<file path="src/rtl/core/maa_pkg.sv">
`default_nettype none
// ----------------------------------------------------------------------------
// maa_pkg
// Shared constants for the modular arithmetic unit.
// ----------------------------------------------------------------------------
package maa_pkg;

  localparam int unsigned VAL_W = 31;
  localparam int unsigned OP_W  = 3;
  localparam int unsigned EXP_W = 64;
  localparam int unsigned CNT_W = 5;
  // Euclid coefficients and the q*v product stay within about two moduli
  localparam int unsigned COEF_W = 34;
  localparam int unsigned PROD_W = 35;

  localparam logic [VAL_W-1:0] MOD_RESET = 31'd1000000007;

  localparam logic [OP_W-1:0] OP_ADD    = 3'd0;
  localparam logic [OP_W-1:0] OP_SUB    = 3'd1;
  localparam logic [OP_W-1:0] OP_MUL    = 3'd2;
  localparam logic [OP_W-1:0] OP_DIV    = 3'd3;
  localparam logic [OP_W-1:0] OP_NEG    = 3'd4;
  localparam logic [OP_W-1:0] OP_INV    = 3'd5;
  localparam logic [OP_W-1:0] OP_POW    = 3'd6;
  localparam logic [OP_W-1:0] OP_UNUSED = 3'd7;

  localparam logic [CNT_W-1:0] LAST_STEP = 5'd30;

endpackage
`default_nettype wire

</file>
<file path="src/rtl/core/maa_mulmod.sv">
`default_nettype none
// ----------------------------------------------------------------------------
// maa_mulmod
// Bit-serial modular multiplier: one multiplier bit per cycle.
// ----------------------------------------------------------------------------
module maa_mulmod
  import maa_pkg::*;
(
  input  wire logic             clk,
  input  wire logic             rst,
  input  wire logic             go,
  input  wire logic [VAL_W-1:0] x,
  input  wire logic [VAL_W-1:0] y,
  input  wire logic [VAL_W-1:0] m,
  output logic                  done,
  output logic      [VAL_W-1:0] p
);

  logic [VAL_W-1:0] xr;
  logic [VAL_W-1:0] yr;
  logic [CNT_W-1:0] cnt;
  logic             run;
  logic [VAL_W+1:0] t0;
  logic [VAL_W+1:0] t1;
  logic [VAL_W+1:0] t2;
  logic [VAL_W+1:0] mx;

  // acc < m and x < m, so 2*acc + x < 3m: two trial subtracts
  always_comb begin
    mx = {2'b00, m};
    t0 = {1'b0, p, 1'b0} + (yr[VAL_W-1] ? {2'b00, xr} : '0);
    t1 = (t0 >= mx) ? t0 - mx : t0;
    t2 = (t1 >= mx) ? t1 - mx : t1;
  end

  always_ff @(posedge clk) begin
    if (rst) begin
      run  <= 1'b0;
      done <= 1'b0;
      cnt  <= '0;
    end else begin
      done <= 1'b0;
      if (go) begin
        run <= 1'b1;
        cnt <= '0;
        xr  <= x;
        yr  <= y;
        p   <= '0;
      end else if (run) begin
        p   <= t2[VAL_W-1:0];
        yr  <= {yr[VAL_W-2:0], 1'b0};
        cnt <= cnt + 1'b1;
        if (cnt == LAST_STEP) begin
          run  <= 1'b0;
          done <= 1'b1;
        end
      end
    end
  end

endmodule
`default_nettype wire

</file>
<file path="src/rtl/core/maa_divstep.sv">
`default_nettype none
// ----------------------------------------------------------------------------
// maa_divstep
// Restoring divider for one Euclid round: remainder of a/b and q*v,
// one quotient bit per cycle.
// ----------------------------------------------------------------------------
module maa_divstep
  import maa_pkg::*;
(
  input  wire logic                     clk,
  input  wire logic                     rst,
  input  wire logic                     go,
  input  wire logic        [VAL_W-1:0]  a,
  input  wire logic        [VAL_W-1:0]  b,
  input  wire logic signed [COEF_W-1:0] v,
  output logic                          done,
  output logic             [VAL_W-1:0]  rem,
  output logic signed      [PROD_W-1:0] qv
);

  logic        [VAL_W-1:0]  ar;
  logic        [VAL_W-1:0]  br;
  logic signed [PROD_W-1:0] vx;
  logic        [CNT_W-1:0]  cnt;
  logic                     run;
  logic        [VAL_W:0]    t;
  logic                     qbit;

  always_comb begin
    t    = {rem, ar[VAL_W-1]};
    qbit = (t >= {1'b0, br});
  end

  always_ff @(posedge clk) begin
    if (rst) begin
      run  <= 1'b0;
      done <= 1'b0;
      cnt  <= '0;
    end else begin
      done <= 1'b0;
      if (go) begin
        run <= 1'b1;
        cnt <= '0;
        ar  <= a;
        br  <= b;
        vx  <= {v[COEF_W-1], v};
        rem <= '0;
        qv  <= '0;
      end else if (run) begin
        rem <= qbit ? VAL_W'(t - {1'b0, br}) : t[VAL_W-1:0];
        // accumulate q*v MSB first alongside the quotient
        qv  <= (qv <<< 1) + (qbit ? vx : '0);
        ar  <= {ar[VAL_W-2:0], 1'b0};
        cnt <= cnt + 1'b1;
        if (cnt == LAST_STEP) begin
          run  <= 1'b0;
          done <= 1'b1;
        end
      end
    end
  end

endmodule
`default_nettype wire

</file>
<file path="src/rtl/core/modular_arithmetic_alu.sv">
`default_nettype none
// ----------------------------------------------------------------------------
// modular_arithmetic_alu
// Modular add, sub, mul, div, neg, inverse and pow under a set modulus.
// ----------------------------------------------------------------------------
// Usage:
//   Drive opcode, operand_a, operand_b, exponent and raise start while busy
//   is low; the word is taken at that edge. Exactly one result word appears
//   on result/operand_error with done high for one cycle; the receiver must
//   take it then, it cannot stall.
//   modulus is written through modulus_valid/modulus_ready; ready is high
//   only while the unit is idle.
// Sequencing:
//   add, sub, neg, out-of-range operands, unused opcode: result in the
//   cycle after the word is taken. mul: one pass of the bit-serial multiplier.
//   inverse: one divider pass plus a handoff per Euclid round, up
//   to about 45 rounds; div adds one multiplier pass.
//   pow: one multiplier pass each for one square per exponent bit up to
//   the highest set one plus one multiply per set bit: up to 128 passes
//   for a 64-bit exponent.
//   One word is in flight at a time; busy is high until done.
// Reset: synchronous, restores modulus to 1000000007 and idles the unit.
// ----------------------------------------------------------------------------
module modular_arithmetic_alu
  import maa_pkg::*;
(
  input  wire logic             clk,
  input  wire logic             rst,
  input  wire logic             start,
  output logic                  busy,
  input  wire logic [OP_W-1:0]  opcode,
  input  wire logic [VAL_W-1:0] operand_a,
  input  wire logic [VAL_W-1:0] operand_b,
  input  wire logic [EXP_W-1:0] exponent,
  output logic                  done,
  output logic      [VAL_W-1:0] result,
  output logic                  operand_error,
  input  wire logic             modulus_valid,
  output logic                  modulus_ready,
  input  wire logic [VAL_W-1:0] modulus
);

  localparam logic [2:0] S_IDLE   = 3'd0;
  localparam logic [2:0] S_EUC    = 3'd1;
  localparam logic [2:0] S_EUC_W  = 3'd2;
  localparam logic [2:0] S_MUL_W  = 3'd3;
  localparam logic [2:0] S_POW    = 3'd4;
  localparam logic [2:0] S_POW_MW = 3'd5;
  localparam logic [2:0] S_POW_SW = 3'd6;

  logic [2:0]              state;
  logic [VAL_W-1:0]        m;
  logic [OP_W-1:0]         op;
  logic [VAL_W-1:0]        ar;
  logic [EXP_W-1:0]        k;
  logic [VAL_W-1:0]        pr;
  logic [VAL_W-1:0]        base;
  logic [VAL_W-1:0]        ea;
  logic [VAL_W-1:0]        eb;
  logic signed [COEF_W-1:0] u;
  logic signed [COEF_W-1:0] v;

  logic             mul_go;
  logic [VAL_W-1:0] mul_x;
  logic [VAL_W-1:0] mul_y;
  logic             mul_done;
  logic [VAL_W-1:0] mul_p;

  logic                     div_go;
  logic                     div_done;
  logic [VAL_W-1:0]         div_rem;
  logic signed [PROD_W-1:0] div_qv;

  logic             accept;
  logic             err;
  logic [VAL_W:0]   sum_ab;
  logic [VAL_W:0]   sum_sub;
  logic [VAL_W:0]   mw;
  logic signed [COEF_W:0] u_f0;
  logic signed [COEF_W:0] u_f1;
  logic [VAL_W-1:0] inv;
  logic signed [PROD_W-1:0] nu;

  assign busy          = (state != S_IDLE);
  assign modulus_ready = !busy;
  assign accept        = start && !busy;

  always_comb begin
    mw      = {1'b0, m};
    err     = 1'b0;
    if (opcode != OP_UNUSED) begin
      err = (operand_a >= m) ||
            ((opcode <= OP_DIV) && (operand_b >= m));
    end
    sum_ab  = {1'b0, operand_a} + {1'b0, operand_b};
    sum_ab  = (sum_ab >= mw) ? sum_ab - mw : sum_ab;
    sum_sub = {1'b0, operand_a} + (mw - {1'b0, operand_b});
    sum_sub = (sum_sub >= mw) ? sum_sub - mw : sum_sub;
    // fold the Bezout coefficient into [0, m)
    u_f0    = u[COEF_W-1] ? {u[COEF_W-1], u} + (COEF_W+1)'(m) : {u[COEF_W-1], u};
    u_f1    = (u_f0 >= (COEF_W+1)'(m)) ? u_f0 - (COEF_W+1)'(m) : u_f0;
    inv     = u_f1[VAL_W-1:0];
    nu      = {u[COEF_W-1], u} - div_qv;
  end

  always_ff @(posedge clk) begin
    if (rst) begin
      state  <= S_IDLE;
      m      <= MOD_RESET;
      done   <= 1'b0;
      mul_go <= 1'b0;
      div_go <= 1'b0;
    end else begin
      done   <= 1'b0;
      mul_go <= 1'b0;
      div_go <= 1'b0;
      unique case (state)
        S_IDLE: begin
          if (modulus_valid) begin
            m <= modulus;
          end
          if (accept) begin
            op <= opcode;
            ar <= operand_a;
            operand_error <= err;
            result <= '0;
            if (err) begin
              done <= 1'b1;
            end else begin
              case (opcode) inside
                OP_ADD: begin
                  result <= sum_ab[VAL_W-1:0];
                  done   <= 1'b1;
                end
                OP_SUB: begin
                  result <= sum_sub[VAL_W-1:0];
                  done   <= 1'b1;
                end
                OP_NEG: begin
                  result <= (operand_a == '0) ? '0 : m - operand_a;
                  done   <= 1'b1;
                end
                OP_MUL: begin
                  mul_go <= 1'b1;
                  mul_x  <= operand_a;
                  mul_y  <= operand_b;
                  state  <= S_MUL_W;
                end
                OP_DIV, OP_INV: begin
                  ea    <= (opcode == OP_DIV) ? operand_b : operand_a;
                  eb    <= m;
                  u     <= COEF_W'(1);
                  v     <= '0;
                  state <= S_EUC;
                end
                OP_POW: begin
                  pr    <= (m == VAL_W'(1)) ? '0 : VAL_W'(1);
                  base  <= operand_a;
                  k     <= exponent;
                  state <= S_POW;
                end
                default: begin
                  done <= 1'b1;
                end
              endcase
            end
          end
        end
        S_EUC: begin
          if (eb == '0) begin
            if (op == OP_DIV) begin
              mul_go <= 1'b1;
              mul_x  <= ar;
              mul_y  <= inv;
              state  <= S_MUL_W;
            end else begin
              result <= inv;
              done   <= 1'b1;
              state  <= S_IDLE;
            end
          end else begin
            div_go <= 1'b1;
            state  <= S_EUC_W;
          end
        end
        S_EUC_W: begin
          if (div_done) begin
            ea    <= eb;
            eb    <= div_rem;
            u     <= v;
            v     <= nu[COEF_W-1:0];
            state <= S_EUC;
          end
        end
        S_MUL_W: begin
          if (mul_done) begin
            result <= mul_p;
            done   <= 1'b1;
            state  <= S_IDLE;
          end
        end
        S_POW: begin
          if (k == '0) begin
            result <= pr;
            done   <= 1'b1;
            state  <= S_IDLE;
          end else if (k[0]) begin
            mul_go <= 1'b1;
            mul_x  <= pr;
            mul_y  <= base;
            state  <= S_POW_MW;
          end else begin
            mul_go <= 1'b1;
            mul_x  <= base;
            mul_y  <= base;
            state  <= S_POW_SW;
          end
        end
        S_POW_MW: begin
          if (mul_done) begin
            pr     <= mul_p;
            mul_go <= 1'b1;
            mul_x  <= base;
            mul_y  <= base;
            state  <= S_POW_SW;
          end
        end
        S_POW_SW: begin
          if (mul_done) begin
            base  <= mul_p;
            k     <= k >> 1;
            state <= S_POW;
          end
        end
        default: begin
          state <= S_IDLE;
        end
      endcase
    end
  end

  maa_mulmod u_mul (
    .clk  (clk),
    .rst  (rst),
    .go   (mul_go),
    .x    (mul_x),
    .y    (mul_y),
    .m    (m),
    .done (mul_done),
    .p    (mul_p)
  );

  maa_divstep u_div (
    .clk  (clk),
    .rst  (rst),
    .go   (div_go),
    .a    (ea),
    .b    (eb),
    .v    (v),
    .done (div_done),
    .rem  (div_rem),
    .qv   (div_qv)
  );

endmodule
`default_nettype wire

</file>
<file path="config.mk">
export PLATFORM = sky130hd
export DESIGN_NAME = modular_arithmetic_alu
export DESIGN_NICKNAME = d
export VERILOG_FILES = /design/src/rtl/core/maa_pkg.sv /design/src/rtl/core/maa_mulmod.sv /design/src/rtl/core/maa_divstep.sv /design/src/rtl/core/modular_arithmetic_alu.sv
export SDC_FILE = /design/constraint.sdc
export NUM_CORES = 2
export LEC_CHECK = 0
export BUFFER_PORTS_ARGS = -buffer_cell sky130_fd_sc_hd__buf_2
export CAP_MARGIN = 20
export CORE_MARGIN = 5
export CORE_UTILIZATION = 40
export CTS_CLUSTER_DIAMETER = 120
export DETAILED_ROUTE_END_ITERATION = 6
export PLACE_DENSITY = 0.64
export SETUP_SLACK_MARGIN = 0.4
export SLEW_MARGIN = 0
export SYNTH_ARGS = -nofsm -noshare
export SYNTH_HDL_FRONTEND = slang
export SYNTH_SLANG_ARGS = --single-unit
</file>
<file path="constraint.sdc">
create_clock -name clk -period 19.1 [get_ports clk]
set_input_delay 1.91 -clock clk [delete_from_list [all_inputs] [get_ports clk]]
set_output_delay 1.91 -clock clk [all_outputs]
set_load 0.03 [all_outputs]
</file>
# Word-level counts from Yosys, hierarchy flattened
# Cells that the tools add are included.
# op_classes
n_reduce_logical	35
n_lt_le_gt_ge	9
muxes	165
n_eq_ne	37
add_sub_neg	16
bitwise_logic	4
# ops
op	count
$mux 31	75
$mux 34	18
$mux 64	9
$pmux 31 s4	3
$pmux 31 s2	4
$sub 31x31->31	6
$pmux 34 s2	2
$pmux 64 s2	1
$ge 32x31->1	3
$ge 33x31->1	2
$logic_not 64->1	1
$ge 31x31->1	2
$logic_not 31->1	2
$mux 3	14
$add 34x32->35	1
$ge 35x31->1	1
$mux 35	1
$add 34x34->34	1
$sub 34x34->34	1
$add 32x33->33	1
$mux 33	1
$sub 33x31->33	1
$add 31x31->32	1
$add 31x32->32	1
32 further kinds	114
# word_totals
regBits	689
inputBits	164
output_inout_bits	35

# Logic depth before layout (Yosys ltp)
# logic_depth
word_depth	11
depth_mapped	39

# Cells and area by module
# From an unflattened synthesis, not the netlist that was laid out.
# hier_totals
hier_cells	5642
hier_area_um2	53914.2
# by_module_without_submodules
module	area_per_inst_um2	n_inst	cells_per_inst	seq_area_each_um2
modular_arithmetic_alu	34653.2	1	3760	12271.8
maa_divstep	9840.7	1	882	5004.8
maa_mulmod	9420.3	1	1000	2932.8

# Worst setup path after synthesis
# OpenSTA, ideal clock, no wires.
# synth_path
path_kind	input-to-reg
from	in operand_a[13]
to	reg ea[0], enable pin
t_arrival_ns	12.468
cell_stages	12
path_slack_ns	5.853
setup_time_ns	0.778
t_required_ns	18.322
cell_sequence	inv_1 > ha_1 > nand2_1 > or3_1 > o21ai_0 > a31oi_1 > a31oi_1 > or2_2 > o211ai_1 > nor2_1 > nor2_1 > nor3_1
# synth_between
elab_chain_len	5
# synth_lines
element	line	text
from (decl)	modular_arithmetic_alu.sv:32	input wire logic [VAL_W-1:0] operand_a,
$ge 31x31->1	modular_arithmetic_alu.sv:92	err = (operand_a >= m) ||
$logic_or 1x1->1	modular_arithmetic_alu.sv:92	
$mux 1	modular_arithmetic_alu.sv:91	if (opcode != OP_UNUSED) begin
$ne 2x2->1 (no source line)	-	
$reduce_and 10->1 (no source line)	-	
to (signal assigned)	modular_arithmetic_alu.sv:150	ea <= (opcode == OP_DIV) ? operand_b : operand_a;
to (decl)	modular_arithmetic_alu.sv:58	logic [VAL_W-1:0] ea;
# No other way between the ends.
# A chain may end at the register's enable or synchronous reset.

# Final worst setup path
# layout_path
from	reg u_mul.yr[30]
to	reg u_mul.p[9] (data pin)
# layout_between
elab_chain_len	7
# layout_lines
element	line	text
from (decl)	maa_mulmod.sv:20	logic [VAL_W-1:0] yr;
from (signal assigned)	maa_mulmod.sv:47	yr <= y;
from (signal assigned)	maa_mulmod.sv:51	yr <= {yr[VAL_W-2:0], 1'b0};
$mux 31 *	maa_mulmod.sv:31	t0 = {1'b0, p, 1'b0} + (yr[VAL_W-1] ? {2'b00, xr} : '0);
$add 32x33->33 *	maa_mulmod.sv:31	
$sub 33x31->33 or $ge 33x31->1 (tied branches)	maa_mulmod.sv:32	t1 = (t0 >= mx) ? t0 - mx : t0;
$mux 33 *	maa_mulmod.sv:32	
$sub 31x31->31 or $ge 33x31->1 (tied branches)	maa_mulmod.sv:33	t2 = (t1 >= mx) ? t1 - mx : t1;
$mux 31 *	maa_mulmod.sv:33	
$mux 31 *	maa_mulmod.sv:49	end else if (run) begin
to (signal assigned)	maa_mulmod.sv:50	p <= t2[VAL_W-1:0];
to (decl)	maa_mulmod.sv:16	output logic [VAL_W-1:0] p
# Every way passes the cells marked *; elsewhere a longest branch is shown, timed or not. The select of a mux whose other input is x is not followed.

==> summary.md <==
| Metric | Value |
|---|---|
| Largest area contributor in the netlist | `edfxtp_1` |
| Unrepaired setup endpoints after global routing | `false` |
| Final Setup Violations | `0` |
| Fin crit share | `0.514` |
| H-tree levels | `3` |
| Worst min path class | `flop to flop` |
| Worst setup SP type | `flop` |
| Yosys warns | `0` |
| DP HPWL | `between 150000 and 200000 um` |
| Input/output buffers | `slightly below 200` |
| Core region area | `133000 um^2` |
| Initial Util | `0.401` |
| Commonest non-fill, non-tap cell in the layout | `edfxtp_1` |
| Largest delay share family, worst path | `compound AO/OA/AOI/OAI gates` |
| Post-synthesis instance area | `roughly 53000 um^2` |
| Fin crit period | `around 10 ns` |
| Die ar. | `about 140000 um^2` |
| Post-synth EDFFs | `about 640` |
| RePlAce Congestion | `~1.1` |
| Antenna Nets Post-Route | `0` |
| DRT iter0 DRCs | `6004` |
| PD cells | `approximately 230 nW/um^2` |
| Max FO, Critical Path | `39` |
| Setup Buffers After CTS | `0` |
| P_leak | `approximately 0.024 uW` |
| CP bufs+invs | `3` |
| Maximum vdd drop | `around 0.33 mV` |
| Fillers | `roughly 13k` |
| TritonCTS clock tree | `done` |
| Clock Tree Buf Depth | `3` |
| Seq/Total Area, Yosys | `0.378` |
| Clock Skews | `~0.025 ns` |
| Synth Flop Type | `edfxtp_1` |
| Status | `finished clean` |
| Share of cells above drive strength 1 | `0.123` |
| CP max stage delay | `~0.8 ns` |
| Synth cell types | `96` |
| Setup_tns | `0 ns` |
| Slew headroom | `0.171` |
| Slew @ Worst Pin | `1.24 ns` |
| Vias in the first global route | `about 44k` |
| Most frequent cells in the layout | `638 x edfxtp_1, 479 x a21oi_1, 470 x ha_1, 420 x nor2_1, 382 x nand2_1` |
| First-pass iteration count of the detailed router | `6` |
| Largest net degree at the start of global routing | `roughly 110` |
| Pre-CTS setup slack | `~9.4 ns` |
| Asr flop ratio synth | `0` |
| Area share of the largest cell type after synthesis | `0.359` |
| Pins over their slew limit | `0` |
| Critical path class | `flop to flop` |
| DRC Markers | `0` |
| Inst Count DP | `between 7k and 8k` |
| CP max stage cell | `edfxtp_1` |
| Endpoints failing hold | `0` |
| CTS sink cnt | `689` |
| Top cells by area, synth | `edfxtp_1 36%, ha_1 11%, a21oi_1 4.5%` |
| Final net count | `between 6k and 7k` |
| Most used cell, CP | `ha_1` |
| Area Growth Syn to Fin | `11.5%` |
| Worst setup margin | `between 9 and 10 ns` |
| Synth Instances | `around 5.6k` |
| Syn nets | `roughly 6.2k` |
| Root buffer cell | `clkbuf_16` |
| Overall Global Routing Usage | `0.289` |
| Synth Area per Inst | `9.58 um^2` |
| Vias per cell | `roughly 6.2` |
| Width of the chip | `approximately 380 um` |
| Critical path data arrival time | `around 10 ns` |
| Via Count | `47.0k` |
| Die Ht | `~380 um` |
| Row Count | `134` |
| Total CTS buffers | `81` |
| Clock transition at path regs | `0.06 ns` |
| Clock latency on the worst-skew pair | `0.68 ns` |
| Initial antenna violation count | `38` |
| Overflow after GRT | `0` |
| Hold_buf cts | `0` |
| Max_cap viols | `0` |
| Crit. End Element | `flop` |
| Maximum clock rate | `roughly 100 MHz` |
| IO Count | `about 200` |
| Post-Route WL | `212000 um` |
| Critical path required time | `around 20 ns` |
| Post-CTS Resized | `0` |
| First-pass GRT wire length | `301000 um` |
| Avg WL per Cell | `around 28 um` |
| Synth Register Bits | `~690` |
| Final std cells w/o fill | `7596` |
worst paths after layout:
path / from / slack (ns) / cells after the start / end
max: u_mul.yr[30] / 9.29 / 35 / u_mul.p[9]
min: mul_x[29] / 0.42 / 0 / u_mul.xr[29]
max reg2reg: u_mul.yr[30] / 9.29 / 35 / u_mul.p[9]
min reg2reg: mul_x[29] / 0.42 / 0 / u_mul.xr[29]
report_power, final:
part           switching (uW)  internal (uW)
combinational            5510           3560
sequential                389           2290
clock                     682            956
cell type report:
type,instances,area [um^2],area share
multi-input combinational,4332,31200,0.525
antenna,23,57.6,0.000968
clock buffer,88,2120,0.0356
tap,1768,2210,0.0372
sequential,689,20200,0.340
inverter,342,1280,0.0216
clock inverter,59,627,0.0105
timing repair buffer,295,1740,0.0293
layer usage:
| metal | track usage | wire (um) | up-vias |
|---|---|---|---|
| met5 | 0 | 112 | - |
| met4 | 0.160 | 14100 | 16 |
| met3 | 0.103 | 27300 | 569 |
| met2 | 0.413 | 86200 | 2718 |
| met1 | 0.380 | 84600 | 22576 |
| li1 | - | - | 21108 |
cells in the mapped netlist (16+ instances only):
cell,count
xor2_1,135
o31a_1,16
a211oi_1,91
a211o_1,36
clkbuf_1,158
nor3_1,119
o21ai_0,287
nand3_1,96
a21o_1,164
o211ai_1,57
nand2_1,384
o21a_1,63
o21bai_1,45
mux2i_1,57
a21oi_1,481
a22oi_1,27
edfxtp_1,638
o21ai_1,16
mux2_2,200
nand2b_1,58
nor2b_1,72
and2_1,145
nor2_1,432
o22a_1,19
nand4_1,68
xnor2_1,209
buf_1,28
inv_1,341
or3_1,32
and3_1,41
fa_1,43
a221oi_1,36
dfxtp_1,51
a31oi_1,53
o31ai_1,44
ha_1,470
nor4_1,52
or2_2,23
flip-flops by register name (all words and copies together), names as in the netlist, 5 cells and up:
register	flops
k	64
u	34
u_div.qv	34
u_div.vx	34
v	34
ar	31
base	31
ea	31
eb	31
m	31
mul_x	31
mul_y	31
pr	31
result	31
u_div.ar	31
u_div.br	31
u_div.rem	31
u_mul.p	31
u_mul.xr	31
u_mul.yr	31
u_div.cnt	5
u_mul.cnt	5
logic make-up (layout without fill, tap and decap cells):
family | after synthesis | in the layout | share of synthesized area
adder cells (fa/ha/maj) | 513 | 513 | 0.126
XOR/XNOR | 344 | 344 | 0.0565
multiplexers | 262 | 262 | 0.0540
other | 0 | 23 | 0
buffers and inverters | 547 | 784 | 0.0396
AND/OR/NAND/NOR | 1575 | 1575 | 0.143
flip-flops | 689 | 689 | 0.378
AO/OA/AOI/OAI | 1638 | 1638 | 0.202
through the flow:
step | hold WS (ns) | utilization | total power, uW | cell area, um^2
final | 0.421 | 0.447 | 13400 | 59500
after global routing | 0.425 | 0.447 | 14200 | 59400
after CTS | 0.419 | 0.447 | 13200 | 59400
after detailed placement | 0.405 | 0.426 | 11500 | 56600
after global placement | 0.405 | 0.426 | 11400 | 56600
after floorplan | 0.400 | - | 9120 | 53300
Power figures use the tool's default switching activity.
